$ cat src/design/fcl_pkg.sv
`timescale 1ns / 1ps
package fcl_pkg;

    localparam int MAX_INPUTS_DEFAULT  = 1024;
    localparam int MAX_OUTPUTS_DEFAULT = 1024;

    localparam int SAMPLE_W    = 16;
    localparam int INDEX_W     = 10;
    localparam int ACC_W       = 32;
    localparam int SHIFT_W     = 5;
    localparam int CFG_DATA_W  = 11;
    localparam int CFG_INDEX_W = 2;
    localparam int QUEUE_DEPTH = 4;

    localparam logic OP_FEATURE = 1'b0;
    localparam logic OP_WEIGHT  = 1'b1;

    typedef enum logic [CFG_INDEX_W-1:0] {
        CFG_INPUT_COUNT  = 2'd0,
        CFG_OUTPUT_COUNT = 2'd1,
        CFG_RESULT_SHIFT = 2'd2
    } cfg_index_t;

    // One command from the front to the back. A non-MAC command writes the
    // sample into the feature store.
    typedef struct packed {
        logic                       mac;
        logic                       first;
        logic                       row_end;
        logic                       layer_last;
        logic [INDEX_W-1:0]         index;
        logic signed [SAMPLE_W-1:0] sample;
        logic signed [SAMPLE_W-1:0] bias;
    } fcl_cmd_t;

endpackage

$ cat src/design/fcl_queue.sv
`timescale 1ns / 1ps
module fcl_queue
    import fcl_pkg::*;
#(
    parameter int DATA_W = 8,
    parameter int DEPTH  = QUEUE_DEPTH
) (
    input  logic              aclk,
    input  logic              aresetn,
    input  logic              in_valid,
    output logic              in_ready,
    input  logic [DATA_W-1:0] in_data,
    output logic              out_valid,
    input  logic              out_ready,
    output logic [DATA_W-1:0] out_data
);

    localparam int AW = (DEPTH > 1) ? $clog2(DEPTH) : 1;
    localparam int CW = $clog2(DEPTH + 1);

    logic [DATA_W-1:0] store_reg [DEPTH];
    logic [AW-1:0]     wr_ptr_reg, wr_ptr_next;
    logic [AW-1:0]     rd_ptr_reg, rd_ptr_next;
    logic [CW-1:0]     count_reg, count_next;
    logic              push, pop;

    assign in_ready  = (count_reg != CW'(DEPTH));
    assign out_valid = (count_reg != '0);
    assign out_data  = store_reg[rd_ptr_reg];
    assign push      = in_valid && in_ready;
    assign pop       = out_valid && out_ready;

    always_comb begin
        wr_ptr_next = wr_ptr_reg;
        rd_ptr_next = rd_ptr_reg;
        count_next  = count_reg;
        if (push) begin
            wr_ptr_next = (wr_ptr_reg == AW'(DEPTH - 1)) ? '0 : wr_ptr_reg + AW'(1);
        end
        if (pop) begin
            rd_ptr_next = (rd_ptr_reg == AW'(DEPTH - 1)) ? '0 : rd_ptr_reg + AW'(1);
        end
        if (push && !pop) begin
            count_next = count_reg + CW'(1);
        end else if (pop && !push) begin
            count_next = count_reg - CW'(1);
        end
    end

    always_ff @(posedge aclk) begin
        if (!aresetn) begin
            wr_ptr_reg <= '0;
            rd_ptr_reg <= '0;
            count_reg  <= '0;
        end else begin
            wr_ptr_reg <= wr_ptr_next;
            rd_ptr_reg <= rd_ptr_next;
            count_reg  <= count_next;
        end
    end

    always_ff @(posedge aclk) begin
        if (push) begin
            store_reg[wr_ptr_reg] <= in_data;
        end
    end

endmodule

$ cat config.mk
export PLATFORM = sky130hd
export DESIGN_NAME = fcl_queue
export DESIGN_NICKNAME = d
export VERILOG_FILES = /design/src/design/fcl_pkg.sv /design/src/design/fcl_queue.sv
export SDC_FILE = /design/constraint.sdc
export NUM_CORES = 1
export LEC_CHECK = 0
export BUFFER_PORTS_ARGS = -buffer_cell sky130_fd_sc_hd__buf_2
export CORE_ASPECT_RATIO = 2
export CORE_MARGIN = 2
export CORE_UTILIZATION = 50
export CTS_BUF_LIST = sky130_fd_sc_hd__clkbuf_8 sky130_fd_sc_hd__clkbuf_16
export DETAILED_ROUTE_END_ITERATION = 8
export PLACE_DENSITY = 0.74
export SLEW_MARGIN = 10
export SYNTH_ARGS = -nofsm -noshare
export SYNTH_HDL_FRONTEND = slang
export SYNTH_SLANG_ARGS = --single-unit
$ cat constraint.sdc
create_clock -name aclk -period 2.15 [get_ports aclk]
set_input_delay 0.3225 -clock aclk [delete_from_list [all_inputs] [get_ports aclk]]
set_output_delay 0.3225 -clock aclk [all_outputs]
set_load 0.05 [all_outputs]
After elaboration in Yosys (flattened, before gate mapping):

Memories as Yosys holds them, arrays and structs flattened. A register that Yosys moved wholly into a read port is not among the register bits.
Cells that the tools add are included.

* mux-type cells: 8
* reduce and logical (&&, ||, !) cells: 8
* eq/ne operators: 3
* add/subtract/negate cells: 4

Operator list (number)
* 2-bit two-way mux: 4
* 3-bit two-way mux: 2
* 2-bit by 1-bit adder with 2-bit output (second input constant): 2
* 2-bit equality test (second input constant): 2
* 1-bit logical AND: 4
* 3-bit by 1-bit adder with 3-bit output (second input constant): 1
* 3-bit != test (second input constant): 1
* 3-bit nonzero test: 1
* 3-bit by 1-bit subtractor with 3-bit output (second input constant): 1
* 1-bit zero test: 2
* 1-bit two-way mux: 2
* 2-bit nonzero test: 1

* output and inout port bits: 10
* logic and storage cells: 27
* memory bits (writable): 32
* memories kept: 1
* bits in registers: 7
* bits of input ports: 12

Memories
* store_reg: words 4, width 8, rd ports 1, clocked after memory_dff 1, wr ports 1, RTL line fcl_queue.sv:21 `logic [DATA_W-1:0] store_reg [DEPTH];`

Longest topological paths before layout:

* depth after elaboration: 6
* mapped depth: 9
* gate-level depth less buffers: 8

Least setup slack after synthesis:

Ideal clock, no wire load.

* path type: register to register
* start: register count_reg[0]
* end: register count_reg[2]
* data required time: 2.074 ns
* path buffers: 1
* clock period less this slack: 2.375 ns
* data arrival time: 2.299 ns
* path slack: -0.225 ns
* setup time: 0.076 ns
* cell stages (with the launch flop): 10
* cells stage by stage: dfxtp_1 -> or3b_1 -> clkbuf_2 -> and2_4 -> ha_1 -> inv_1 -> fa_1 -> xor2_1 -> or3_2 -> a21boi_0

* longest elaborated chain between the ends: 5
* elaborated cells on any way between the ends: 13
* those cells by class: add/sub (2); eq/ne (1); mux (2); reduce/logical (8)

RTL lines
* start, declared: RTL line fcl_queue.sv:24 `logic [CW-1:0] count_reg, count_next;`
* start signal, assigned: RTL line fcl_queue.sv:58 `count_reg <= count_next;`
* 3-bit != test *: RTL line fcl_queue.sv:27 `assign in_ready = (count_reg != CW'(DEPTH));`
* named net in_ready: RTL line fcl_queue.sv:11 `output logic in_ready,`
* 1-bit logical AND *: RTL line fcl_queue.sv:30 `assign push = in_valid && in_ready;`
* named net push: RTL line fcl_queue.sv:25 `logic push, pop;`
* 1-bit zero test: RTL line fcl_queue.sv:45 `end else if (pop && !push) begin`
* 1-bit logical AND: RTL line fcl_queue.sv:45
* 2-bit nonzero test (no source line)

Mark *: on every way through the listed nets, which the timed path passes. The rest lies on a longest branch. The select of a mux whose other input is x is not followed.
A chain may end at the register's enable or synchronous reset.

Worst setup path after layout:

* start: register count_reg[2]
* end: register count_reg[2]

* longest elaborated chain between the ends: 5
* elaborated cells on any way between the ends: 13
* those cells by class: add/sub (2); eq/ne (1); mux (2); reduce/logical (8)

RTL lines (RTL line)
* 3-bit != test *: fcl_queue.sv:27
* 1-bit logical AND *: fcl_queue.sv:30
* named net push: fcl_queue.sv:25
* 1-bit zero test: fcl_queue.sv:45
* 1-bit logical AND: fcl_queue.sv:45
* 2-bit nonzero test (no source line)

Marks and branches as above.

==> metrics.md <==
| Metric | Value |
|---|---|
| Status | finished clean |
| GPL Wtd Cong | 0.665 |
| Pwr dens | 1370 nW/um2 |
| Clock slew at reported path FFs | roughly 0.08 ns |
| Clk sinks | between 40 and 50 |
| CP arrival | about 2.3 ns |
| R2R Path Start | count_reg[2] |
| Worst hold margin | 0.237 ns |
| Synthesized flop and latch total | 41 |
| Post-synthesis sequential area ratio | 69.8% |
| Setup TNS | 0 ns |
| CORE AREA | 3160 um2 |
| Post-synth top cells | edfxtp_1 (32), dfxtp_1 (9), mux4_2 (8) |
| Largest net degree at the start of global routing | 13 |
| Row count | 29 |
| Clk buf depth | 2 |
| Hold crit path type | in2reg |
| NumNets Final | 139 |
| Vias per std cell | ~5.7 |
| EDFF count, synth | 32 |
| Hold Buf Count CTS | 0 |
| Post-synthesis cell count | slightly above 90 |
| Crit. End Element | register |
| DRC violations left | 0 |
| Vias in the first global route | about 920 |
| Critical path's largest stage delay | ~0.41 ns |
| Worst-Skew Late Latency | ~0.30 ns |
| Syn_nets | about 110 |
| GRT Overall Usage | 16.8% |
| TritonCTS Buffers | 5 |
| Postcts setup bufs | 0 |
| Clock Skews | about 0.0054 ns |
| Worst EP required | around 2.4 ns |
| Top_reg_cell synth | edfxtp_1 |
| CTS tree | yes |
| Crit path from | count_reg[2] |
| First-pass GRT wire length | ~4300 um |
| Biggest area consumer among synthesized cells | edfxtp_1 |
| Fillers | around 240 |
| Cell count of the worst reg-to-reg path | 8 |
| Final Hold Vio Count | 0 |
| Fin. max-slew vios | 0 |
| Max Fclk | just under 0.5 GHz |
| TritonRoute pass-1 iters | 4 |
| Initial antenna violation count | 0 |
| Post-Syn Area | ~1600 um2 |
| IO Pins | 22 |
| Critical Path Slowest Stage Cell | or3_2 |
| FF-to-FF End | count_reg[2] |
| Routed WL per cell | approximately 18 um |
| Max FO, Critical Path | 5 |
| Total global routing overflow | 0 |
| Ys Warns | 0 |
| Worst VDD drop | between 1 and 1.5 mV |
| Count leader, synth | edfxtp_1 |
| Starting density of the core | 51.8% |
| Vias | approximately 860 |
| Top cell type's share of synthesized area | roughly three fifths |
| Async set-reset flop share out of synthesis | 0% |
| Buffers on Ports | 21 |
| Synthesized area per cell | ~18 um2 |
| Die area | ~3800 um2 |
| Die Span Y | 84.9 um |
| Antenna diodes | 0 |
| Drt initial violations | 7 |
| Period utilization | 95.5% |
| Maxcap violations | 0 |
| Relative slew slack | about 73% |
| Synth area leaders | edfxtp_1 (59%), dfxtp_1 (11%), mux4_2 (11%) |
| Final-report setup violation count | 0 |
| Critical path launch point type | register |
| CTS Root Cell | clkbuf_8 |
| Total wire length | around 2700 um |
| Max reg flops | 32 |
| Static leakage | 0.715 nW |
| Antenna-violating nets left | 0 |
| Die X | about 44 um |
| R2R setup slack | 0.1 ns |
| Type of the worst setup path | reg2reg |
| Least-Margin Pin Slew | approximately 0.40 ns |
| Crit path cell chain | or3b_4 -> and2_4 -> ha_4 -> inv_1 -> fa_2 -> xor2_1 -> or3_2 -> a21boi_1 |
| Worst Setup EP | count_reg[2] |
| Layout cell share with drive strength beyond 1 | between 40% and 50% |
| Post-DP HPWL | between 1500 and 2000 um |
| Post-synth cell types | 26 |
| Minimum clock period | 2.05 ns |
| # H-tree levels | 2 |
| Area growth, synth to finish | 18.5% |
## report_power, final
part / leakage (nW) / internal, mW / total, mW / switching [mW]
Sequential: 0.369 / 0.986 / 1.08 / 0.0914
Combinational: 0.284 / 0.366 / 0.943 / 0.577
Clock: 0.0626 / 0.374 / 0.628 / 0.255
## cell type report
type,count,area (um2),share of cell area [%]
Sequential cell,41,1150,59.2
Multi-Input combinational cell,45,497,25.6
Timing Repair Buffer,24,128,6.58
Clock buffer,6,82.6,4.26
Tap cell,31,38.8,2.00
Clock inverter,2,33.8,1.74
Inverter,3,11.3,0.581
## layout by cell type, fill, tap and decap left out, types with 2 or more instances in the layout
| master | count |
|---|---|
| mux2i_1 | 2 |
| and3_2 | 4 |
| dfxtp_1 | 6 |
| edfxtp_1 | 32 |
| buf_2 | 21 |
| dfxtp_2 | 2 |
| nand2_1 | 5 |
| or3_2 | 2 |
| nor2_1 | 2 |
| buf_4 | 3 |
| ha_1 | 5 |
| inv_1 | 4 |
| o21ai_0 | 4 |
| clkbuf_8 | 6 |
| mux4_2 | 8 |
| nand3_1 | 2 |
## worst max-delay path, delay by kind of cell, from the launching register on
family                   cells  cell delay, ns
AO/OA/AOI/OAI                1            0.12
adder cells (fa/ha/maj)      2            0.47
AND/OR/NAND/NOR              3            0.82
XOR/XNOR                     1            0.16
flip-flops                   1            0.37
buffers and inverters        1            0.05
## how the worst min path moves through the flow
stage	startpoint	to	slack, ns	depth (start not counted)
after floorplan	in_data[0]	store_reg[0][0]	0.42	0
after global placement	count_reg[2]	count_reg[2]	0.48	2
after detailed placement	wr_ptr_reg[1]	wr_ptr_reg[1]	0.50	2
after CTS	in_data[1]	store_reg[3][1]	0.22	1
after global routing	in_data[3]	store_reg[1][3]	0.23	1
final	in_data[1]	store_reg[3][1]	0.24	1
## cell families after synthesis
kind of cell	after synthesis	share of synthesized area (%)
flops	41	69.8
simple gates	20	7.19
mux	10	12.2
buf+inv	7	1.76
fa+ha+maj	7	5.81
compound gates	6	2.14
xor+xnor	2	1.07
## routing by layer
metal	GRT usage [%]	routed length, um	vias to the layer above
met2	29.3	1550	22
met1	15.9	901	425
met4	11.6	92	0
met5	0	0	-
met3	4.68	118	7
li1	-	-	410
## per-stage QoR
step | std cells | util [%] | power (mW) | setup WS [ns] | area (um2)
floorplan | 93 | - | 1.79 | 0.0121 | 1650
CTS | 152 | 60.6 | 2.63 | 0.00260 | 1910
finish | 152 | 61.4 | 2.65 | 0.0972 | 1940
detailed placement | 144 | 56.8 | 1.99 | -0.0356 | 1790
global placement | 144 | 56.8 | 1.94 | 0.144 | 1790
global route | 152 | 61.4 | 2.76 | -0.00188 | 1940
## repair_timing
item	4_1_cts	5_1_grt
pin swaps	0	1
hold endpoints to repair	0	0
resized for setup	1	5
endpoints found under the setup margin	1	1
(Power assumes the default switching activity.)
