==> config.mk <==
export PLATFORM = sky130hd
export DESIGN_NAME = fcl_front
export DESIGN_NICKNAME = d
export VERILOG_FILES = /design/src/design/fcl_pkg.sv /design/src/design/fcl_front.sv
export SDC_FILE = /design/constraint.sdc
export NUM_CORES = 1
export LEC_CHECK = 0
export BUFFER_PORTS_ARGS = -buffer_cell sky130_fd_sc_hd__buf_2
export CORE_MARGIN = 1.5
export CORE_UTILIZATION = 35
export DETAILED_ROUTE_END_ITERATION = 12
export PLACE_DENSITY_LB_ADDON = 0.08
export REMOVE_ABC_BUFFERS = 1
export SLEW_MARGIN = 20
export SYNTH_ARGS = -nofsm -noshare
export SYNTH_HDL_FRONTEND = slang
export SYNTH_SLANG_ARGS = --single-unit
==> constraint.sdc <==
create_clock -name aclk -period 2.27 [get_ports aclk]
set_input_delay 0.3405 -clock aclk [delete_from_list [all_inputs] [get_ports aclk]]
set_output_delay 0.3405 -clock aclk [all_outputs]
set_load 0.005 [all_outputs]
==> src/design/fcl_pkg.sv <==
`timescale 1ns / 1ps
package fcl_pkg;

    localparam int MAX_INPUTS_DEFAULT  = 1024;
    localparam int MAX_OUTPUTS_DEFAULT = 1024;

    localparam int SAMPLE_W    = 16;
    localparam int INDEX_W     = 10;
    localparam int ACC_W       = 32;
    localparam int SHIFT_W     = 5;
    localparam int CFG_DATA_W  = 11;
    localparam int CFG_INDEX_W = 2;
    localparam int QUEUE_DEPTH = 4;

    localparam logic OP_FEATURE = 1'b0;
    localparam logic OP_WEIGHT  = 1'b1;

    typedef enum logic [CFG_INDEX_W-1:0] {
        CFG_INPUT_COUNT  = 2'd0,
        CFG_OUTPUT_COUNT = 2'd1,
        CFG_RESULT_SHIFT = 2'd2
    } cfg_index_t;

    // One command from the front to the back. A non-MAC command writes the
    // sample into the feature store.
    typedef struct packed {
        logic                       mac;
        logic                       first;
        logic                       row_end;
        logic                       layer_last;
        logic [INDEX_W-1:0]         index;
        logic signed [SAMPLE_W-1:0] sample;
        logic signed [SAMPLE_W-1:0] bias;
    } fcl_cmd_t;

endpackage

==> src/design/fcl_front.sv <==
`timescale 1ns / 1ps
module fcl_front
    import fcl_pkg::*;
#(
    parameter int MAX_INPUTS  = MAX_INPUTS_DEFAULT,
    parameter int MAX_OUTPUTS = MAX_OUTPUTS_DEFAULT,
    localparam int FAW = (MAX_INPUTS > 1) ? $clog2(MAX_INPUTS) : 1
) (
    input  logic                       aclk,
    input  logic                       aresetn,
    input  logic                       s_valid,
    output logic                       s_ready,
    input  logic                       s_op,
    input  logic signed [SAMPLE_W-1:0] s_sample,
    input  logic signed [SAMPLE_W-1:0] s_bias,
    input  logic                       cfg_we,
    input  logic [CFG_INDEX_W-1:0]     cfg_index,
    input  logic [CFG_DATA_W-1:0]      cfg_data,
    output logic                       q_valid,
    input  logic                       q_ready,
    output logic [FAW-1:0]             q_addr,
    output fcl_cmd_t                   q_cmd,
    output logic [SHIFT_W-1:0]         result_shift
);

    localparam int CIW = $clog2(MAX_INPUTS + 1);
    localparam int COW = $clog2(MAX_OUTPUTS + 1);
    localparam int RW  = (MAX_OUTPUTS > 1) ? $clog2(MAX_OUTPUTS) : 1;

    logic [CIW-1:0]     in_count_reg;
    logic [COW-1:0]     out_count_reg;
    logic [SHIFT_W-1:0] shift_reg;
    logic [CIW-1:0]     loaded_reg;
    logic [FAW-1:0]     wpos_reg;
    logic [RW-1:0]      row_reg;

    logic           accept;
    logic           is_weight;
    logic           room;
    logic           row_end;
    logic           layer_last;
    logic [CIW-1:0] in_eff;
    logic [COW-1:0] out_eff;

    assign s_ready      = q_ready;
    assign accept       = s_valid && s_ready;
    assign is_weight    = (s_op == OP_WEIGHT);
    assign room         = (loaded_reg < in_count_reg);
    assign row_end      = ((CIW'(wpos_reg) + CIW'(1)) == in_count_reg);
    assign layer_last   = ((COW'(row_reg) + COW'(1)) == out_count_reg);
    assign result_shift = shift_reg;

    // Zero counts act as one, oversized counts saturate at MAX_INPUTS / MAX_OUTPUTS.
    always_comb begin
        if (cfg_data == '0) begin
            in_eff  = CIW'(1);
            out_eff = COW'(1);
        end else begin
            in_eff  = (int'(cfg_data) > MAX_INPUTS) ? CIW'(MAX_INPUTS) : CIW'(cfg_data);
            out_eff = (int'(cfg_data) > MAX_OUTPUTS) ? COW'(MAX_OUTPUTS) : COW'(cfg_data);
        end
    end

    // Dropped features (configured count already loaded) are accepted without a command.
    assign q_valid = s_valid && (is_weight || room);
    assign q_addr  = is_weight ? wpos_reg : loaded_reg[FAW-1:0];

    always_comb begin
        q_cmd            = '0;
        q_cmd.mac        = is_weight;
        q_cmd.first      = (wpos_reg == '0);
        q_cmd.row_end    = row_end;
        q_cmd.layer_last = layer_last;
        q_cmd.index      = INDEX_W'(row_reg);
        q_cmd.sample     = s_sample;
        q_cmd.bias       = s_bias;
    end

    always_ff @(posedge aclk) begin
        if (!aresetn) begin
            in_count_reg  <= CIW'(1);
            out_count_reg <= COW'(1);
            shift_reg     <= '0;
            loaded_reg    <= '0;
            wpos_reg      <= '0;
            row_reg       <= '0;
        end else if (cfg_we) begin
            case (cfg_index)
                CFG_INPUT_COUNT: begin
                    in_count_reg <= in_eff;
                    loaded_reg   <= '0;
                    wpos_reg     <= '0;
                    row_reg      <= '0;
                end
                CFG_OUTPUT_COUNT: begin
                    out_count_reg <= out_eff;
                    loaded_reg    <= '0;
                    wpos_reg      <= '0;
                    row_reg       <= '0;
                end
                CFG_RESULT_SHIFT: begin
                    shift_reg  <= cfg_data[SHIFT_W-1:0];
                    loaded_reg <= '0;
                    wpos_reg   <= '0;
                    row_reg    <= '0;
                end
                default: begin
                end
            endcase
        end else if (accept) begin
            if (!is_weight) begin
                if (room) begin
                    loaded_reg <= loaded_reg + CIW'(1);
                end
            end else if (row_end) begin
                wpos_reg <= '0;
                if (layer_last) begin
                    row_reg    <= '0;
                    loaded_reg <= '0;
                end else begin
                    row_reg <= row_reg + RW'(1);
                end
            end else begin
                wpos_reg <= wpos_reg + FAW'(1);
            end
        end
    end

endmodule

* Word-level counts from Yosys, hierarchy flattened *
Index checks and enable logic that the tools add are counted.
W data, S select, Z words.

word-level totals
  bits of input ports = 51
  output and inout port bits = 63
  word-level logic and storage cells = 57
  register bits after elaboration = 58

cells by class
  mux-type cells = 20
  reduce and logical (&&, ||, !) cells = 17
  $add $sub $neg = 5
  equality and inequality tests = 7
  magnitude comparators = 2

operators by type and width
  cell                     count
  $mux W10                 11
  $mux W11                 9
  $add A10 B1 Y11 const B  2
  $eq A11 B11 Y1           2
  $add A10 B1 Y10 const B  2
  $add A11 B1 Y11 const B  1
  $gt A11 B11 Y1 const B   1
  $logic_not A11 Y1        1
  $lt A11 B11 Y1           1
  $logic_not A10 Y1        1
  $ne A3 B1 Y1 const B     2
  $reduce_and A2 Y1        3
  $reduce_bool A2 Y1       3
  $reduce_and A5 Y1        1
  $reduce_and A4 Y1        1
  $reduce_and A3 Y1        1
  $reduce_bool A3 Y1       1
  $reduce_or A3 Y1         1
  $eq A2 B1 Y1 const B     1
  $eq A2 B2 Y1 const B     1
  $logic_and A1 B1 Y1      2
  $logic_not A2 Y1         1
  $ne A2 B2 Y1 const B     1
  $logic_or A1 B1 Y1       1

* Depth between registers and ports, before layout *
  word-level depth = 7
  gate-level depth with buffers = 11
  gate-level depth less buffers = 10

* Worst setup path before layout *
Ideal clock, no wire load.

  kind = reg-to-reg
  start = register wpos_reg[0]
  end = register row_reg[8]
  cell stages (with the launch flop) = 11
  setup time = 0.114 ns
  clock period less this slack = 2.497 ns
  data arrival time = 2.383 ns
  path slack = -0.227 ns
  required time = 2.156 ns
  path buffers = 1
  path through = dfxtp_1 -> ha_1 -> or3b_1 -> o211a_1 -> o32ai_2 -> nand4_2 -> o31a_1 -> o21ai_2 -> buf_4 -> o21ai_1 -> a21o_1

between the ends
  word-level cells in the longest chain between the ends = 4

RTL lines
  item                                 RTL line          RTL
  start: declaration                   fcl_front.sv:34   logic [FAW-1:0] wpos_reg;
  start signal: assignment             fcl_front.sv:124  wpos_reg <= wpos_reg + FAW'(1);
  $add A10 B1 Y11                      fcl_front.sv:49   assign row_end = ((CIW'(wpos_reg) + CIW'(1)) == in_count_reg);
  $eq A11 B11 Y1                       fcl_front.sv:49
  $reduce_bool A2 Y1 (no source line)  n/a
  $reduce_and A4 Y1 (no source line)   n/a
  end signal: assignment               fcl_front.sv:121  row_reg <= row_reg + RW'(1);
  end: declaration                     fcl_front.sv:35   logic [RW-1:0] row_reg;

Every way passes these cells.
A chain may end at the register's enable or synchronous reset.

==> key figures <==
CTS
  • Root Driver: clkbuf_16
  • CTS Sinks: 58
  • Clock-pin slew on the worst setup and hold paths: 50 ps
  • Worst-Skew Late Latency: 340 ps
  • Maximum root-to-sink buffer count: 2
  • Total CTS buffers: 9
  • CTS tree: built
  • Max H-tree Level: 3

GRT
  • Global-route wire length before repair: 22.7 mm
  • Gr usage total: 0.232
  • Initial antenna violation count: 0
  • Pin count of the biggest net entering global routing: 56
  • Vias in the first global route: 4,095
  • Congestion Overflow GR: 0

Place
  • Final HPWL DP: 10.5 mm
  • Dpl ws: -288 ps
  • Port-buffer cells: 49
  • Inst Count DP: 755
  • Gpl congestion: 0.853

Power
  • Flop pwr share: 0.325
  • Clock Power Share: 0.510
  • Power per cell area: 565 nW/µm²
  • Leakage power: 2.52 nW
  • P_sw: 0.806 mW
  • Internal: 2.43 mW
  • Combinational share of power: 0.166
  • Max VDD drop: 315 µV
  • Net switching fraction of the power: 0.249

Timing
  • Slew HR: 0.656
  • Fin. Hold Viols: 0
  • Fin crit share: 1.15
  • Unrepaired setup endpoints after global routing: true
  • Period minus WS final: 2620 ps
  • TNS Setup: -7000 ps
  • Slew Limit Fails: 0
  • Clk_skew: 7.16 ps
  • Setup violators final: 34
  • Hold_ws: 287 ps
  • Fmax: 382 MHz
  • Worst-Margin Slew: 517 ps
  • PnR worst setup slack: -347 ps

Synth
  • Post-synth top area share: 0.270
  • Most instantiated library cell after synthesis: nand2_1
  • Synth cell types: 70
  • Yosys warnings: 0
  • Synth Cell Area: 4300 µm²
  • Async SR Flop Fraction: 0
  • Synth area leaders: dfxtp_1, buf_4, nand2_1
  • Top_reg_cell synth: dfxtp_1
  • Sequential share of the synthesized area: 0.270
  • Post-synth EDFFs: 0
  • Flops & latches, synth: 58
  • Area leader, netlist: dfxtp_1
  • Gate Count Post-Synth: 536
  • Top cells by count, synth: nand2_1, dfxtp_1, buf_4
  • Avg Inst Size Synth: 8.02 µm²

Worst setup path
  • Origin of the critical flop-to-flop path: wpos_reg[1]
  • Critical path launch point type: flop
  • Required time of the critical path: 1930 ps
  • Crit path top cell by count: buf_6
  • Max Fanout on Critical Path: 4
  • Critical path's slowest cell: or4_4
  • Worst Setup SP: wpos_reg[1]
  • Setup Crit Path Kind: flop to output port
  • CP Cell Sequence: ha_4 -> buf_6 -> or4_4 -> a31oi_4 -> nor2_2 -> nor4_4 -> buf_4 -> buf_6
  • CP arrival: 2280 ps
  • Setup crit end kind: output port
  • Critical Path Max Stage Delay: 530 ps

Status
  • Failing checks: setup timing
  • Status: complete, but fails checks

Cells and area
  • Share of layout cells above drive strength 1: 0.380
  • N_diodes: 0
  • Final std cells w/o fill: 789
  • Layout overhead on the synthesized area: 33.3%
  • Fillers: 1,197
  • Nets@finish: 703

Floorplanning
  • Ports: 114
  • Initial core utilization: 0.358
  • Chip width: 114 µm
  • # rows: 40
  • Core area: 12,000 µm²
  • Die Ht: 114 µm
  • Die ar.: 13,000 µm²

Route
  • Drt first-iter violations: 159
  • DR vias: 4,220
  • WL final: 14.8 mm
  • First-pass DRT Iterations: 5
  • Drt wl/cell: 18.7 µm
  • Detailed-route DRC error count: 0
  • Final antenna-violating net count: 0
  • Drt via density: 5.35

Worst hold path
  • Worst min path class: primary input to flop
  • Hold path start: cfg_data[3]

Run
  • Maxcap violations: 0
## worst max-delay path, delay by kind of cell (launching register included)
| family | cells | cell delay, ps |
|---|---|---|
| AND/OR/NAND/NOR | 3 | 880 |
| buffers and inverters | 3 | 350 |
| flip-flops | 1 | 350 |
| AO/OA/AOI/OAI | 1 | 180 |
| adder cells (fa/ha/maj) | 1 | 170 |
## cells in the final DEF, fill, tap and decap left out, drive strengths merged, types with 3 or more instances in the layout
cell / instances
ha: 14
bufinv: 3
and2: 3
o31ai: 3
nand2: 74
nand3b: 5
and4b: 3
nor3: 16
a31oi: 10
nand4: 14
buf: 158
a21boi: 23
a21oi: 8
nor2b: 20
and3: 5
mux2i: 6
and4: 4
o22ai: 4
nand3: 26
or2: 3
dfxtp: 58
xor2: 11
nor3b: 4
xnor2: 14
inv: 23
clkbuf: 11
o21ai: 32
o211ai: 3
o32ai: 3
a21o: 11
nor2: 23
nand4b: 3
nor4: 9
mux2: 10
## layout make-up
cell class,instances,area [µm²],share of cell area
flip-flops and latches,58,1180,0.207
repair buffers,158,1110,0.193
inverters,23,86.3,0.0151
well taps,147,184,0.0321
clock buffers,11,253,0.0441
clock inverters,4,98.8,0.0172
multi-input cells,388,2820,0.492
## power groups by stage
| stage | Combinational, mW | Clock, mW | Sequential (mW) |
|---|---|---|---|
| 2_1_floorplan | 0.203 | 0 | 1.07 |
| 3_3_place_gp | 0.417 | 0 | 1.07 |
| 3_5_place_dp | 0.421 | 0 | 1.07 |
| 4_1_cts | 0.515 | 1.68 | 1.05 |
| 5_1_grt | 0.578 | 1.73 | 1.05 |
| 6_report | 0.537 | 1.65 | 1.05 |
## path summary, 6_finish.rpt
path         slack (ps)               to  cells after the start
max                -350        q_cmd[43]                      8
min                 290  result_shift[3]                      3
max reg2reg        -300       row_reg[5]                     11
min reg2reg         480   loaded_reg[10]                      1
## cells by family (layout without fill, tap and decap cells)
group,after synthesis,after routing,synth area share
flops,58,58,0.270
fa+ha+maj,14,14,0.0407
xor+xnor,25,25,0.0527
compound gates,115,115,0.192
mux,16,16,0.0402
simple gates,217,218,0.282
buf+inv,91,196,0.122
## through the flow
| step | area [µm²] | utilization | power [mW] |
|---|---|---|---|
| final | 5730 | 0.477 | 3.24 |
| after global routing | 5730 | 0.477 | 3.36 |
| after CTS | 5640 | 0.470 | 3.25 |
| after detailed placement | 4970 | 0.414 | 1.49 |
| after global placement | 4970 | 0.414 | 1.49 |
| after floorplan | 3860 | - | 1.28 |
## layer usage
metal,track usage,part of all wire,vias up
li1,-,-,2070
met4,0.0650,0.015,2
met3,0.0946,0.078,20
met2,0.353,0.45,136
met5,0.0353,0.0018,-
met1,0.300,0.46,1992
## what timing repair did
item	in CTS	in global routing
resized for setup	52	18
pin swaps	18	11
hold buffers	0	0
cloned	3	1
setup buffers	15	1
setup endpoints to repair	34	34
Power figures use the tool's default switching activity.
